## src/rtl/dhb_pkg.sv

```systemverilog
// Shared types and constants for the decimating history buffer.
// No dependencies; every other file of the block but dhb_ram imports this package.
package dhb_pkg;

   // Store geometry
   localparam int HISTORY_DEPTH = 64;
   localparam int HALF_DEPTH    = HISTORY_DEPTH / 2;
   localparam int ADDR_W        = $clog2(HISTORY_DEPTH);
   localparam int FILL_W        = ADDR_W + 1;
   localparam int HALF_CNT_W    = $clog2(HALF_DEPTH + 1);

   // Field widths
   localparam int VALUE_W      = 24;
   localparam int SLOT_W       = 6;
   localparam int FILL_LEVEL_W = 7;
   localparam int INTERVAL_W   = 16;
   localparam int SUM_W        = 48;
   localparam int TERMS_W      = 17;
   localparam int CMP_W        = ((ADDR_W > SLOT_W) ? ADDR_W : SLOT_W) + 1;
   localparam int DIV_CNT_W    = $clog2(SUM_W + 1);

   localparam logic [INTERVAL_W-1:0] INTERVAL_MAX   = '1;
   localparam logic [INTERVAL_W-1:0] INTERVAL_RESET = INTERVAL_W'(1);

   // Operation codes
   localparam logic [1:0] OP_ADD   = 2'd0;
   localparam logic [1:0] OP_READ  = 2'd1;
   localparam logic [1:0] OP_CLEAR = 2'd2;

   typedef enum logic [2:0] {
      ST_IDLE,
      ST_READ,
      ST_DIVIDE,
      ST_COMPACT,
      ST_DONE
   } state_type;

   typedef struct packed {
      logic                        stored;
      logic signed [VALUE_W-1:0]   result_value;
      logic [SLOT_W-1:0]           slot;
      logic                        slot_valid;
      logic [FILL_LEVEL_W-1:0]     fill_level;
      logic [INTERVAL_W-1:0]       interval;
   } result_type;

endpackage

```

## src/rtl/dhb_req_if.sv

```systemverilog
// Request channel of the decimating history buffer: valid/ready plus command payload.
// Depends on dhb_pkg for field widths.
interface dhb_req_if;
   import dhb_pkg::*;

   logic                      valid;
   logic                      ready;
   logic [1:0]                operation;
   logic signed [VALUE_W-1:0] sample_value;
   logic [SLOT_W-1:0]         read_slot;

   modport source (output valid, output operation, output sample_value, output read_slot,
                   input ready);
   modport sink   (input valid, input operation, input sample_value, input read_slot,
                   output ready);
endinterface

```

## src/rtl/dhb_rsp_if.sv

```systemverilog
// Response channel of the decimating history buffer: valid/ready plus result payload.
// Depends on dhb_pkg for field widths.
interface dhb_rsp_if;
   import dhb_pkg::*;

   logic                      valid;
   logic                      ready;
   logic                      stored;
   logic signed [VALUE_W-1:0] result_value;
   logic [SLOT_W-1:0]         slot;
   logic                      slot_valid;
   logic [FILL_LEVEL_W-1:0]   fill_level;
   logic [INTERVAL_W-1:0]     interval;

   modport source (output valid, output stored, output result_value, output slot,
                   output slot_valid, output fill_level, output interval, input ready);
   modport sink   (input valid, input stored, input result_value, input slot,
                   input slot_valid, input fill_level, input interval, output ready);
endinterface

```

## src/rtl/dhb_ram.sv

```systemverilog
// Generic simple dual-port RAM: one write port, one read port, registered read data.
// No dependencies.
module dhb_ram #(
   parameter int WIDTH  = 24,
   parameter int DEPTH  = 64,
   parameter int ADDR_W = $clog2(DEPTH)
) (
   input  logic              clock,
   input  logic              wr_en,
   input  logic [ADDR_W-1:0] wr_addr,
   input  logic [WIDTH-1:0]  wr_data,
   input  logic              rd_en,
   input  logic [ADDR_W-1:0] rd_addr,
   output logic [WIDTH-1:0]  rd_data
);

   logic [WIDTH-1:0] mem_ff [DEPTH];
   logic [WIDTH-1:0] rd_data_ff;

   // Write, then register the read word
   always_ff @(posedge clock) begin
      if (wr_en) begin
         mem_ff[wr_addr] <= wr_data;
      end
      if (rd_en) begin
         rd_data_ff <= mem_ff[rd_addr];
      end
   end

   assign rd_data = rd_data_ff;

endmodule

```

## src/rtl/dhb_divider.sv

```systemverilog
// Radix-2 restoring divider: signed running sum over unsigned term count,
// quotient truncated toward zero and cut to the low VALUE_W bits. Uses dhb_pkg.
module dhb_divider import dhb_pkg::*; (
   input  logic                      clock,
   input  logic                      reset,
   input  logic                      start,
   input  logic signed [SUM_W-1:0]   dividend,
   input  logic [TERMS_W-1:0]        divisor,
   output logic                      done,
   output logic signed [VALUE_W-1:0] quotient
);

   logic                     busy_ff, busy_in;
   logic                     done_ff, done_in;
   logic [DIV_CNT_W-1:0]     count_ff, count_in;
   logic [SUM_W-1:0]         quot_ff, quot_in;
   logic [TERMS_W-1:0]       rem_ff, rem_in;
   logic [TERMS_W-1:0]       div_ff, div_in;
   logic                     neg_ff, neg_in;
   logic                     zero_ff, zero_in;
   logic [VALUE_W-1:0]       raw_ff, raw_in;
   logic [TERMS_W:0]         shifted;
   logic [TERMS_W:0]         diff;
   logic [VALUE_W-1:0]       quot_low;

   // One quotient bit per cycle
   always_comb begin
      busy_in  = busy_ff;
      done_in  = 1'b0;
      count_in = count_ff;
      quot_in  = quot_ff;
      rem_in   = rem_ff;
      div_in   = div_ff;
      neg_in   = neg_ff;
      zero_in  = zero_ff;
      raw_in   = raw_ff;
      shifted  = {rem_ff, quot_ff[SUM_W-1]};
      diff     = shifted - {1'b0, div_ff};
      if (start) begin
         busy_in  = 1'b1;
         count_in = DIV_CNT_W'(SUM_W);
         neg_in   = dividend[SUM_W-1];
         quot_in  = dividend[SUM_W-1] ? (~dividend + 1'b1) : dividend;
         rem_in   = '0;
         div_in   = divisor;
         zero_in  = (divisor == '0);
         raw_in   = dividend[VALUE_W-1:0];
      end else if (busy_ff) begin
         if (shifted >= {1'b0, div_ff}) begin
            rem_in  = diff[TERMS_W-1:0];
            quot_in = {quot_ff[SUM_W-2:0], 1'b1};
         end else begin
            rem_in  = shifted[TERMS_W-1:0];
            quot_in = {quot_ff[SUM_W-2:0], 1'b0};
         end
         count_in = count_ff - 1'b1;
         if (count_ff == DIV_CNT_W'(1)) begin
            busy_in = 1'b0;
            done_in = 1'b1;
         end
      end
   end

   always_ff @(posedge clock) begin
      if (reset) begin
         busy_ff  <= 1'b0;
         done_ff  <= 1'b0;
         count_ff <= '0;
      end else begin
         busy_ff  <= busy_in;
         done_ff  <= done_in;
         count_ff <= count_in;
      end
      quot_ff <= quot_in;
      rem_ff  <= rem_in;
      div_ff  <= div_in;
      neg_ff  <= neg_in;
      zero_ff <= zero_in;
      raw_ff  <= raw_in;
   end

   // Apply the sign; a zero count passes the sum through
   assign quot_low = neg_ff ? (~quot_ff[VALUE_W-1:0] + 1'b1) : quot_ff[VALUE_W-1:0];
   assign quotient = zero_ff ? raw_ff : quot_low;
   assign done     = done_ff;

endmodule

```

## src/rtl/decimating_history_buffer_core.sv

```systemverilog
// Decimating history buffer. Each add beat folds a Q15.8 sample into a running sum;
// every interval+1 adds the sum is divided by its term count (toward zero) and the
// average goes into the next slot of a 64-entry history RAM. When the RAM fills, the
// interval grows by one (up to 65535), the even slots are packed into the lower half
// and filling resumes at the midpoint. Items are taken one at a time. An add that stores
// nothing, a clear or an ignored code passes from idle to the done state, and a read
// passes the read state first; with the output register free, the done state hands the
// result over and the block returns to idle for the next request. An add that stores
// waits in the divide state for the 48-step divider; an add that fills the store also
// runs the compaction walk over the single RAM read port before the done state.
// A response waiting on rsp_if does not block acceptance of the next request.
// Depends on dhb_pkg, dhb_req_if, dhb_rsp_if, dhb_ram and dhb_divider.
module decimating_history_buffer_core import dhb_pkg::*; (
   input  logic   clock,
   input  logic   reset,
   dhb_req_if.sink   req_if,
   dhb_rsp_if.source rsp_if
);

   state_type                 state_ff, state_in;
   logic [FILL_W-1:0]         fill_ff, fill_in;
   logic [INTERVAL_W-1:0]     step_ff, step_in;
   logic [INTERVAL_W-1:0]     interval_ff, interval_in;
   logic signed [SUM_W-1:0]   sum_ff, sum_in;
   logic [TERMS_W-1:0]        terms_ff, terms_in;
   logic [HISTORY_DEPTH-1:0]  entry_ok_ff, entry_ok_in;
   logic                      out_valid_ff, out_valid_in;
   logic [HALF_CNT_W-1:0]     cmp_cnt_ff, cmp_cnt_in;
   result_type                res_ff, res_in;
   result_type                out_ff, out_in;
   logic [ADDR_W-1:0]         rd_addr_ff, rd_addr_in;
   logic                      rd_range_ff, rd_range_in;
   logic [SLOT_W-1:0]         rd_slot_ff, rd_slot_in;

   logic                      ram_wr_en;
   logic [ADDR_W-1:0]         ram_wr_addr;
   logic [VALUE_W-1:0]        ram_wr_data;
   logic                      ram_rd_en;
   logic [ADDR_W-1:0]         ram_rd_addr;
   logic [VALUE_W-1:0]        ram_rd_data;
   logic [VALUE_W-1:0]        ram_word;

   logic                      div_start;
   logic                      div_done;
   logic signed [VALUE_W-1:0] div_quot;

   logic signed [SUM_W-1:0]   sum_next;
   logic [TERMS_W-1:0]        terms_next;
   logic [CMP_W-1:0]          rslot_ext;
   logic [FILL_W-1:0]         fill_inc;
   logic [FILL_W-1:0]         fill_new;
   logic [INTERVAL_W-1:0]     interval_new;

   dhb_ram #(
      .WIDTH (VALUE_W),
      .DEPTH (HISTORY_DEPTH),
      .ADDR_W(ADDR_W)
   ) u_history (
      .clock  (clock),
      .wr_en  (ram_wr_en),
      .wr_addr(ram_wr_addr),
      .wr_data(ram_wr_data),
      .rd_en  (ram_rd_en),
      .rd_addr(ram_rd_addr),
      .rd_data(ram_rd_data)
   );

   dhb_divider u_divider (
      .clock   (clock),
      .reset   (reset),
      .start   (div_start),
      .dividend(sum_next),
      .divisor (terms_next),
      .done    (div_done),
      .quotient(div_quot)
   );

   // Never-written entries read as zero
   assign ram_word   = entry_ok_ff[rd_addr_ff] ? ram_rd_data : '0;
   assign sum_next   = sum_ff + {{(SUM_W - VALUE_W){req_if.sample_value[VALUE_W-1]}},
                                 req_if.sample_value};
   assign terms_next = terms_ff + 1'b1;
   assign rslot_ext  = CMP_W'(req_if.read_slot);
   assign fill_inc   = fill_ff + 1'b1;

   // Sequencer: next state, RAM accesses and result assembly
   always_comb begin
      state_in     = state_ff;
      fill_in      = fill_ff;
      step_in      = step_ff;
      interval_in  = interval_ff;
      sum_in       = sum_ff;
      terms_in     = terms_ff;
      entry_ok_in  = entry_ok_ff;
      out_valid_in = out_valid_ff;
      cmp_cnt_in   = cmp_cnt_ff;
      res_in       = res_ff;
      out_in       = out_ff;
      rd_addr_in   = rd_addr_ff;
      rd_range_in  = rd_range_ff;
      rd_slot_in   = rd_slot_ff;
      ram_wr_en    = 1'b0;
      ram_wr_addr  = '0;
      ram_wr_data  = '0;
      ram_rd_en    = 1'b0;
      ram_rd_addr  = '0;
      div_start    = 1'b0;
      req_if.ready = 1'b0;
      fill_new     = fill_inc;
      interval_new = interval_ff;

      // Drop the response once taken
      if (rsp_if.ready) begin
         out_valid_in = 1'b0;
      end

      case (state_ff)
         ST_IDLE: begin
            req_if.ready = 1'b1;
            if (req_if.valid) begin
               res_in            = '0;
               res_in.fill_level = FILL_LEVEL_W'(fill_ff);
               res_in.interval   = interval_ff;
               state_in          = ST_DONE;
               case (req_if.operation)
                  OP_ADD: begin
                     sum_in   = sum_next;
                     terms_in = terms_next;
                     if (step_ff >= interval_ff) begin
                        step_in   = '0;
                        div_start = 1'b1;
                        state_in  = ST_DIVIDE;
                     end else begin
                        step_in = step_ff + 1'b1;
                     end
                  end
                  OP_READ: begin
                     ram_rd_en   = 1'b1;
                     ram_rd_addr = rslot_ext[ADDR_W-1:0];
                     rd_addr_in  = rslot_ext[ADDR_W-1:0];
                     rd_range_in = (rslot_ext < CMP_W'(HISTORY_DEPTH));
                     rd_slot_in  = req_if.read_slot;
                     state_in    = ST_READ;
                  end
                  OP_CLEAR: begin
                     fill_in     = '0;
                     step_in     = '0;
                     interval_in = INTERVAL_RESET;
                     sum_in      = '0;
                     terms_in    = '0;
                     entry_ok_in = '0;
                     res_in.fill_level = '0;
                     res_in.interval   = INTERVAL_RESET;
                  end
                  default: begin
                  end
               endcase
            end
         end

         ST_READ: begin
            res_in.stored       = 1'b0;
            res_in.result_value = rd_range_ff ? ram_word : '0;
            res_in.slot         = rd_slot_ff;
            res_in.slot_valid   = rd_range_ff && (FILL_W'(rd_addr_ff) < fill_ff);
            state_in            = ST_DONE;
         end

         ST_DIVIDE: begin
            if (div_done) begin
               sum_in   = {{(SUM_W - VALUE_W){div_quot[VALUE_W-1]}}, div_quot};
               terms_in = TERMS_W'(1);
               if (fill_ff < FILL_W'(HISTORY_DEPTH)) begin
                  ram_wr_en   = 1'b1;
                  ram_wr_addr = fill_ff[ADDR_W-1:0];
                  ram_wr_data = div_quot;
                  entry_ok_in[fill_ff[ADDR_W-1:0]] = 1'b1;
               end
               if (fill_inc >= FILL_W'(HISTORY_DEPTH)) begin
                  if (interval_ff != INTERVAL_MAX) begin
                     interval_new = interval_ff + 1'b1;
                  end
                  fill_new   = FILL_W'(HALF_DEPTH);
                  cmp_cnt_in = '0;
                  state_in   = ST_COMPACT;
               end else begin
                  state_in = ST_DONE;
               end
               fill_in             = fill_new;
               interval_in         = interval_new;
               res_in.stored       = 1'b1;
               res_in.result_value = div_quot;
               res_in.slot         = SLOT_W'(fill_ff);
               res_in.slot_valid   = (fill_ff < fill_new);
               res_in.fill_level   = FILL_LEVEL_W'(fill_new);
               res_in.interval     = interval_new;
            end
         end

         ST_COMPACT: begin
            // Read slot 2k while writing slot k-1 with the word read last cycle
            if (cmp_cnt_ff < HALF_CNT_W'(HALF_DEPTH)) begin
               ram_rd_en   = 1'b1;
               ram_rd_addr = ADDR_W'(cmp_cnt_ff) << 1;
               rd_addr_in  = ADDR_W'(cmp_cnt_ff) << 1;
               cmp_cnt_in  = cmp_cnt_ff + 1'b1;
            end else begin
               state_in = ST_DONE;
            end
            if (cmp_cnt_ff != '0) begin
               ram_wr_en   = 1'b1;
               ram_wr_addr = ADDR_W'(cmp_cnt_ff - 1'b1);
               ram_wr_data = ram_word;
               entry_ok_in[ADDR_W'(cmp_cnt_ff - 1'b1)] = 1'b1;
            end
         end

         ST_DONE: begin
            // Hand the result to the output register when it is free
            if (!out_valid_ff || rsp_if.ready) begin
               out_in       = res_ff;
               out_valid_in = 1'b1;
               state_in     = ST_IDLE;
            end
         end

         default: begin
            state_in = ST_IDLE;
         end
      endcase
   end

   always_ff @(posedge clock) begin
      if (reset) begin
         state_ff     <= ST_IDLE;
         fill_ff      <= '0;
         step_ff      <= '0;
         interval_ff  <= INTERVAL_RESET;
         sum_ff       <= '0;
         terms_ff     <= '0;
         entry_ok_ff  <= '0;
         out_valid_ff <= 1'b0;
         cmp_cnt_ff   <= '0;
      end else begin
         state_ff     <= state_in;
         fill_ff      <= fill_in;
         step_ff      <= step_in;
         interval_ff  <= interval_in;
         sum_ff       <= sum_in;
         terms_ff     <= terms_in;
         entry_ok_ff  <= entry_ok_in;
         out_valid_ff <= out_valid_in;
         cmp_cnt_ff   <= cmp_cnt_in;
      end
      res_ff      <= res_in;
      out_ff      <= out_in;
      rd_addr_ff  <= rd_addr_in;
      rd_range_ff <= rd_range_in;
      rd_slot_ff  <= rd_slot_in;
   end

   // Drive the response channel
   assign rsp_if.valid        = out_valid_ff;
   assign rsp_if.stored       = out_ff.stored;
   assign rsp_if.result_value = out_ff.result_value;
   assign rsp_if.slot         = out_ff.slot;
   assign rsp_if.slot_valid   = out_ff.slot_valid;
   assign rsp_if.fill_level   = out_ff.fill_level;
   assign rsp_if.interval     = out_ff.interval;

endmodule

```

## src/flat_wrapper.sv

```systemverilog
// flat-port wrapper written by rule: the top's interface ports become plain ports
module decimating_history_buffer_core_flat import dhb_pkg::*;
  (clock, reset, req_if_valid, req_if_operation, req_if_sample_value, req_if_read_slot, req_if_ready, rsp_if_valid, rsp_if_stored, rsp_if_result_value, rsp_if_slot, rsp_if_slot_valid, rsp_if_fill_level, rsp_if_interval, rsp_if_ready);
  dhb_req_if req_if_i ();
  dhb_rsp_if rsp_if_i ();
  input  logic clock;
  input  logic reset;
  input wire logic [$bits(req_if_i.valid)-1:0] req_if_valid;
  input wire logic [$bits(req_if_i.operation)-1:0] req_if_operation;
  input wire logic [$bits(req_if_i.sample_value)-1:0] req_if_sample_value;
  input wire logic [$bits(req_if_i.read_slot)-1:0] req_if_read_slot;
  output wire logic [$bits(req_if_i.ready)-1:0] req_if_ready;
  output wire logic [$bits(rsp_if_i.valid)-1:0] rsp_if_valid;
  output wire logic [$bits(rsp_if_i.stored)-1:0] rsp_if_stored;
  output wire logic [$bits(rsp_if_i.result_value)-1:0] rsp_if_result_value;
  output wire logic [$bits(rsp_if_i.slot)-1:0] rsp_if_slot;
  output wire logic [$bits(rsp_if_i.slot_valid)-1:0] rsp_if_slot_valid;
  output wire logic [$bits(rsp_if_i.fill_level)-1:0] rsp_if_fill_level;
  output wire logic [$bits(rsp_if_i.interval)-1:0] rsp_if_interval;
  input wire logic [$bits(rsp_if_i.ready)-1:0] rsp_if_ready;
  assign req_if_i.valid = req_if_valid;
  assign req_if_i.operation = req_if_operation;
  assign req_if_i.sample_value = req_if_sample_value;
  assign req_if_i.read_slot = req_if_read_slot;
  assign req_if_ready = req_if_i.ready;
  assign rsp_if_valid = rsp_if_i.valid;
  assign rsp_if_stored = rsp_if_i.stored;
  assign rsp_if_result_value = rsp_if_i.result_value;
  assign rsp_if_slot = rsp_if_i.slot;
  assign rsp_if_slot_valid = rsp_if_i.slot_valid;
  assign rsp_if_fill_level = rsp_if_i.fill_level;
  assign rsp_if_interval = rsp_if_i.interval;
  assign rsp_if_i.ready = rsp_if_ready;
  decimating_history_buffer_core u_core (.clock(clock), .reset(reset), .req_if(req_if_i), .rsp_if(rsp_if_i));
endmodule
```

## config.mk

```make
export PLATFORM = sky130hd
export DESIGN_NAME = decimating_history_buffer_core_flat
export DESIGN_NICKNAME = d
export VERILOG_FILES = /design/src/rtl/dhb_pkg.sv /design/src/rtl/dhb_req_if.sv /design/src/rtl/dhb_rsp_if.sv /design/src/rtl/dhb_ram.sv /design/src/rtl/dhb_divider.sv /design/src/rtl/decimating_history_buffer_core.sv /design/src/flat_wrapper.sv
export SDC_FILE = /design/constraint.sdc
export NUM_CORES = 2
export LEC_CHECK = 0
export ABC_AREA = 1
export BUFFER_PORTS_ARGS = -buffer_cell sky130_fd_sc_hd__buf_4
export CORE_ASPECT_RATIO = 2
export CORE_MARGIN = 3
export CORE_UTILIZATION = 43
export CTS_CLUSTER_SIZE = 14
export DETAILED_ROUTE_END_ITERATION = 8
export HOLD_SLACK_MARGIN = 0.15
export MAX_ROUTING_LAYER = met4
export SYNTH_ARGS = -nofsm -noshare
export SYNTH_HDL_FRONTEND = slang
export SYNTH_HIERARCHICAL = 1
export SYNTH_SLANG_ARGS = --single-unit
```

## constraint.sdc

```tcl
create_clock -name clock -period 8.8 [get_ports clock]
set_input_delay 0.88 -clock clock [delete_from_list [all_inputs] [get_ports clock]]
set_output_delay 0.88 -clock clock [all_outputs]
set_load 0.005 [all_outputs]
```

Word-level counts from Yosys, hierarchy flattened

Memories as Yosys holds them, arrays and structs flattened. A register that Yosys moved wholly into a read port is not among the register bits.
Index checks and enable logic that the tools add are counted.

Flip-flop bits (word level): 417
Bits in writable memories: 1536
Input bits: 36
Output and inout port bits: 57
Logic and storage cells: 213
Memories: 1

Memories:

| name                    | depth | width | read ports | clocked after memory_dff | write ports | line          | RTL |
|---|---|---|---|---|---|---|---|
| u_core.u_history.mem_ff | 64    | 24    | 1          | 1                        | 1           | dhb_ram.sv:17 | `logic [WIDTH-1:0] mem_ff [DEPTH];` |

Add/subtract/negate cells: 11
$lt $le $gt $ge: 13
Eq/ne operators: 19
Multiplexer cells: 101
Bitwise gates (word level): 5
Reductions and logical operators: 29

Operator list:

| operator                                            | count |
|---|---|
| two-way mux 64 bit                                  | 5 |
| two-way mux 48 bit                                  | 5 |
| case mux 48 bit (2 select lines)                    | 2 |
| case mux 64 bit (3 select lines)                    | 1 |
| two-way mux 24 bit                                  | 7 |
| bitwise OR 64 bit                                   | 2 |
| two-way mux 55 bit                                  | 2 |
| two-way mux 16 bit                                  | 6 |
| case mux 32 bit (3 select lines)                    | 1 |
| two-way mux 6 bit                                   | 14 |
| case mux 17 bit (2 select lines)                    | 2 |
| case mux 16 bit (2 select lines)                    | 2 |
| two-way mux 17 bit                                  | 3 |
| adder 48 x 1 -> 48 bit (second input constant)      | 1 |
| adder 48 bit                                        | 1 |
| NOT 48 bit                                          | 1 |
| case mux 24 bit (2 select lines)                    | 1 |
| case mux 6 bit (2 select lines)                     | 4 |
| case mux 23 bit (2 select lines)                    | 1 |
| two-way mux 7 bit                                   | 6 |
| adder 16 x 1 -> 16 bit (second input constant)      | 2 |
| < comparator 6 x 7 -> 1 bit (second input constant) | 4 |
| adder 24 x 1 -> 24 bit (second input constant)      | 1 |
| two-way mux 1 bit                                   | 24 |
| other kinds (48)                                    | 80 |

Logic depth before layout (Yosys ltp)

Word-level depth: 8
Gate-level depth with buffers: 25
Depth with buffers taken out: 25

Modules after synthesis

Netlist, hierarchy kept.

By module, submodules not included:

| module                         | times used | cells each | area each (µm²) | sequential area each (µm²) |
|---|---|---|---|---|
| dhb_ram                        | 1          | 5248       | 63053.0         | 46844.9 |
| decimating_history_buffer_core | 1          | 2678       | 18616.6         | 7226.9 |
| dhb_divider                    | 1          | 1143       | 8090.3          | 3233.1 |

Worst setup path after synthesis

No wires, ideal clock.

Path kind: reg2reg
Start: reg u_core.interval_ff[11]
End: reg u_core.u_divider.quot_ff[0] (enable)
Setup time: 0.406 ns
Data arrival time: 4.980 ns
Required time: 8.394 ns
Path slack: 3.414 ns
Stages on the path, launching flop included: 13
Path buffers: 2
Period minus slack after synthesis: 5.386 ns
Path through: dfxtp_1 > clkbuf_1 > inv_1 > ha_1 > nand4_1 > nor3_1 > nand3_1 > nand3_1 > nand2_1 > nor2_1 > clkbuf_1 > nor2_1 > inv_1

Longest elaborated chain between the ends: 6

Ends and longest elaborated chain:

| what                                | line                                  | RTL |
|---|---|---|
| start: declaration                  | decimating_history_buffer_core.sv:23  | `logic [INTERVAL_W-1:0] interval_ff, interval_in;` |
| start signal: assignment            | decimating_history_buffer_core.sv:248 | `interval_ff <= interval_in;` |
| >= comparator 16 bit                | decimating_history_buffer_core.sv:129 | `if (step_ff >= interval_ff) begin` |
| two-way mux 1 bit                   | decimating_history_buffer_core.sv:129 |  |
| two-way mux 1 bit                   | decimating_history_buffer_core.sv:125 | `case (req_if.operation)` |
| two-way mux 1 bit                   | decimating_history_buffer_core.sv:120 | `if (req_if.valid) begin` |
| two-way mux 1 bit                   | decimating_history_buffer_core.sv:117 | `case (state_ff)` |
| named net u_core.div_start          | decimating_history_buffer_core.sv:43  | `logic div_start;` |
| nonzero test 2 bit (no source line) | -                                     |  |
| end signal: assignment              | dhb_divider.sv:74                     | `quot_ff <= quot_in;` |
| end: declaration                    | dhb_divider.sv:16                     | `logic [SUM_W-1:0] quot_ff, quot_in;` |

The timed path passes the listed nets, and every way through them passes these cells.
A chain may end at the register's enable or synchronous reset.

Worst setup path in the final report

Start: reg u_core.state_ff[0]
End: reg u_core.u_history.rd_data_ff[17] (netlist: u_core/u_history/rd_data[17]), read port of u_core.u_history.mem_ff (data pin)

Longest elaborated chain between the ends: 2
Elaborated cells on any way between the ends: 4
Those cells by class: 1 x eq/ne; 2 x mux; 1 x reduce/logical

Ends and longest elaborated chain:

| what                                                                   | line                                  | RTL |
|---|---|---|
| start: declaration                                                     | decimating_history_buffer_core.sv:20  | `state_type state_ff, state_in;` |
| start signal: assignment                                               | decimating_history_buffer_core.sv:245 | `state_ff <= state_in;` |
| equality test 3 x 2 -> 1 bit / zero test 3 bit (equally long branches) | decimating_history_buffer_core.sv:117 |  |
| case mux 6 bit (2 select lines) (*)                                    | decimating_history_buffer_core.sv:117 |  |
| named net u_core.ram_rd_addr[0]                                        | decimating_history_buffer_core.sv:39  | `logic [ADDR_W-1:0] ram_rd_addr;` |
| end: declaration                                                       | dhb_ram.sv:18                         | `logic [WIDTH-1:0] rd_data_ff;` |

Mark *: on every way through the listed nets, which the timed path passes. The rest lies on a longest branch.

==> impl_metrics.json <==
{
  "path_clk_slew_ns": 0.07,
  "pwr-share-clk_pct": 36.3,
  "final_util_pct": 47.5,
  "rsz0062_at_grt": "no",
  "grt_pass1_vias": 64400,
  "synth_area_um2": 89800,
  "die_h_um": 652,
  "power_density_nw_per_um2": 209,
  "drv_slew": 0,
  "area_delta_synth_final_pct": 9.57,
  "fin_area_um2": 98400,
  "synth_edf_count": 1773,
  "dp_slack_ns": 2.94,
  "setup_viol": 0,
  "min_path_type": "input pin to flop",
  "fin_crit_sh_pct": 66.0,
  "fp-row-count": 236,
  "cap_violations": 0,
  "grt_pass1_wl_um": 425000,
  "cts_resized": 0,
  "internal_power_mw": 15.1,
  "cts_sinks": 1976,
  "finalPower_mw": 20.6,
  "drt_iter0_drc": 6279,
  "synth_area_per_cell_um2": 9.90,
  "ys_seq_elements": 1976,
  "ys_async_sr_fraction_pct": 0,
  "ant_nets": 0,
  "coreArea_um2": 207000,
  "drt-wirelength-per-cell_um": 24.6,
  "seq_area_frac_synth_pct": 63.8,
  "min_period_ns": 5.81,
  "die_w_um": 329,
  "routed_via_density": 5.59,
  "drt_pass1_iterations": 8,
  "tritoncts": "done",
  "synth_top_family_by_area": "simple AND/OR/NAND/NOR gates",
  "yosys_most_used_dff": "edfxtp_1",
  "layout.cells.non_filler": 11900,
  "max_clock_freq_ghz": 0.172,
  "numCtsBuffers": 181,
  "cts_max_level": 4,
  "via_count": 66500,
  "hold_viol_final": 0,
  "grt-ovfl-total": 0,
  "grt_start_max_net_pins": 219,
  "ys_types": 62,
  "synth-adder-area-share_pct": 1.41,
  "synthMuxAreaShare_pct": 0,
  "drcViolationCount": 0,
  "crit_arrival_ns": 6.38,
  "cts.root.buffer_cell": "clkbuf_16",
  "path_class": "flop to flop",
  "synth_top_area_share_pct": 59.3,
  "synth.most_common_cell": "nand2_1",
  "cp_max_fo": 192,
  "synth_top_area_cell": "edfxtp_1",
  "cp.required_ns": 9.37,
  "final_nets": 9185,
  "switching_share_pct": 26.5,
  "p_sw_mw": 5.45,
  "worst_slew_pin_slew_ns": 1.39,
  "leakage_nw": 37.9,
  "outcome": "completed",
  "timing.hold.ws_ns": 0.252,
  "synth_nets": 9205,
  "maxSlewHeadroom_pct": 7.17,
  "place_area_um2": 93000,
  "initial_core_util_pct": 43.4,
  "synth_compound_area_share_pct": 3.34,
  "synth-xor-area-share_pct": 0.835,
  "synthTopCellsByCount": "nand2_1 (3124), edfxtp_1 (1773), nand3_1 (1631), inv_1 (485), nor2_1 (427)",
  "yosys_warnings": 6,
  "port_buffers": 92,
  "antenna_found_initial": 7,
  "synthTopCellsByArea": "edfxtp_1 (59%), nand2_1 (13%), nand3_1 (9.1%), dfxtp_1 (4.5%), inv_1 (2.0%)",
  "clock_latency_ns": 0.86,
  "holdBufCountCts": 0,
  "cts_setup_buffers": 0,
  "setup_ws_ns": 2.99,
  "worstSetupEndpointType": "flop",
  "place_congestion": 0.961,
  "skew_ns": 0.0581,
  "ir_worst_vdd_mv": 0.217,
  "ctsLongestPathBuffers": 4,
  "fp.dieArea_um2": 215000,
  "start_kind": "flop",
  "boundaryPins": 93,
  "synth_cells": 9069,
  "seqPwrFrac_pct": 50.7,
  "hpwl_um": 188000,
  "synth-simple-area-share_pct": 25.7,
  "setup_tns_ns": 0,
  "grt_usage_pct": 27.6,
  "drive_gt1_share_pct": 7.17,
  "place_inst": 11600,
  "pwr-share-comb_pct": 13.0,
  "wl_um": 292000
}
-- per-layer routing --
layer	global-route usage, %	vias up	wire length [um]
li1	-	30900	-
met1	29.2	32300	101000
met2	48.3	2608	151000
met3	2.87	742	16100
met4	18.6	0	23800
met5	-	-	0
-- flip-flops by register name (all words and copies together), names as in the netlist, 24 cells and up --
name,count
u_core/u_history/rd_data,24
u_core/u_divider/raw_ff,24
u_core/u_history/mem_ff,1536
u_core/u_divider/quot_ff,48
u_core/sum_ff,48
u_core/entry_ok_ff,64
u_core/rsp_if.result_value,24
u_core/res_ff,55
-- layout by cell type, fill, tap and decap left out, types with 146 or more instances in the layout --
cell,Yosys,final
nand3_1,1631,1631
nor2_1,427,361
buf_4,34,236
dfxtp_1,203,203
o21ai_0,147,146
a21oi_1,263,262
nand2_1,3124,3100
clkbuf_16,0,187
inv_1,485,483
edfxtp_1,1773,1773
-- worst paths after layout --
check / start / endpoint / slack [ns] / cells after the start
worst min register to register: u_core/res_ff[2] / u_core/rsp_if.interval[2] / 0.42 / 0
worst min-delay path: req_if_read_slot[0] / u_core/rd_slot_ff[0] / 0.25 / 1
worst max register to register: u_core/state_ff[0] / u_core/u_history/rd_data[17] / 2.99 / 17
worst max-delay path: u_core/state_ff[0] / u_core/u_history/rd_data[17] / 2.99 / 17
-- worst max-delay path, stage by stage (launching register included) --
cell     delay (ns)
dfxtp_1        0.37
nor2_2         0.17
nand2_1        0.13
inv_2          0.15
nand2_1        0.09
nor2_1         0.51
inv_1          0.44
nor2_4         0.85
inv_16         0.34
buf_12         0.33
nand2_1        0.26
nand3_1        0.10
nand3_1        0.13
nand2_1        0.07
nand2_1        0.42
nand3_1        0.27
nand3_1        0.20
nand2_1        0.11
-- kinds of logic (layout without fill, tap and decap cells) --
family	Yosys count	after routing
adders and majority gates	100	100
buffers and inverters	953	1042
AOI/OAI and AO/OA	550	550
xor gates and xnor gates	83	83
other	1	6
and+or+nand+nor	5406	5406
DFF	1976	1976
-- cell type report --
| type | instances | area (um^2) |
|---|---|---|
| timing repair buffer | 246 | 1970 |
| clock buffer | 237 | 4900 |
| multi-input combinational | 6140 | 28400 |
| clock inverter | 55 | 440 |
| antenna | 5 | 12.5 |
| sequential | 1976 | 57300 |
| fill | 18900 | 109000 |
| inverter | 504 | 1920 |
| tap | 2737 | 3420 |
-- power by group through the flow --
stage	registers, mW	clock network [mW]	logic, mW
after CTS	10.5	7.64	2.68
after global routing	10.5	7.95	2.94
after detailed placement	10.7	0	2.67
after global placement	10.7	0	2.65
final	10.5	7.48	2.67
after floorplan	10.6	0	1.80
No activity file was read; power rests on OpenSTA's default activity.
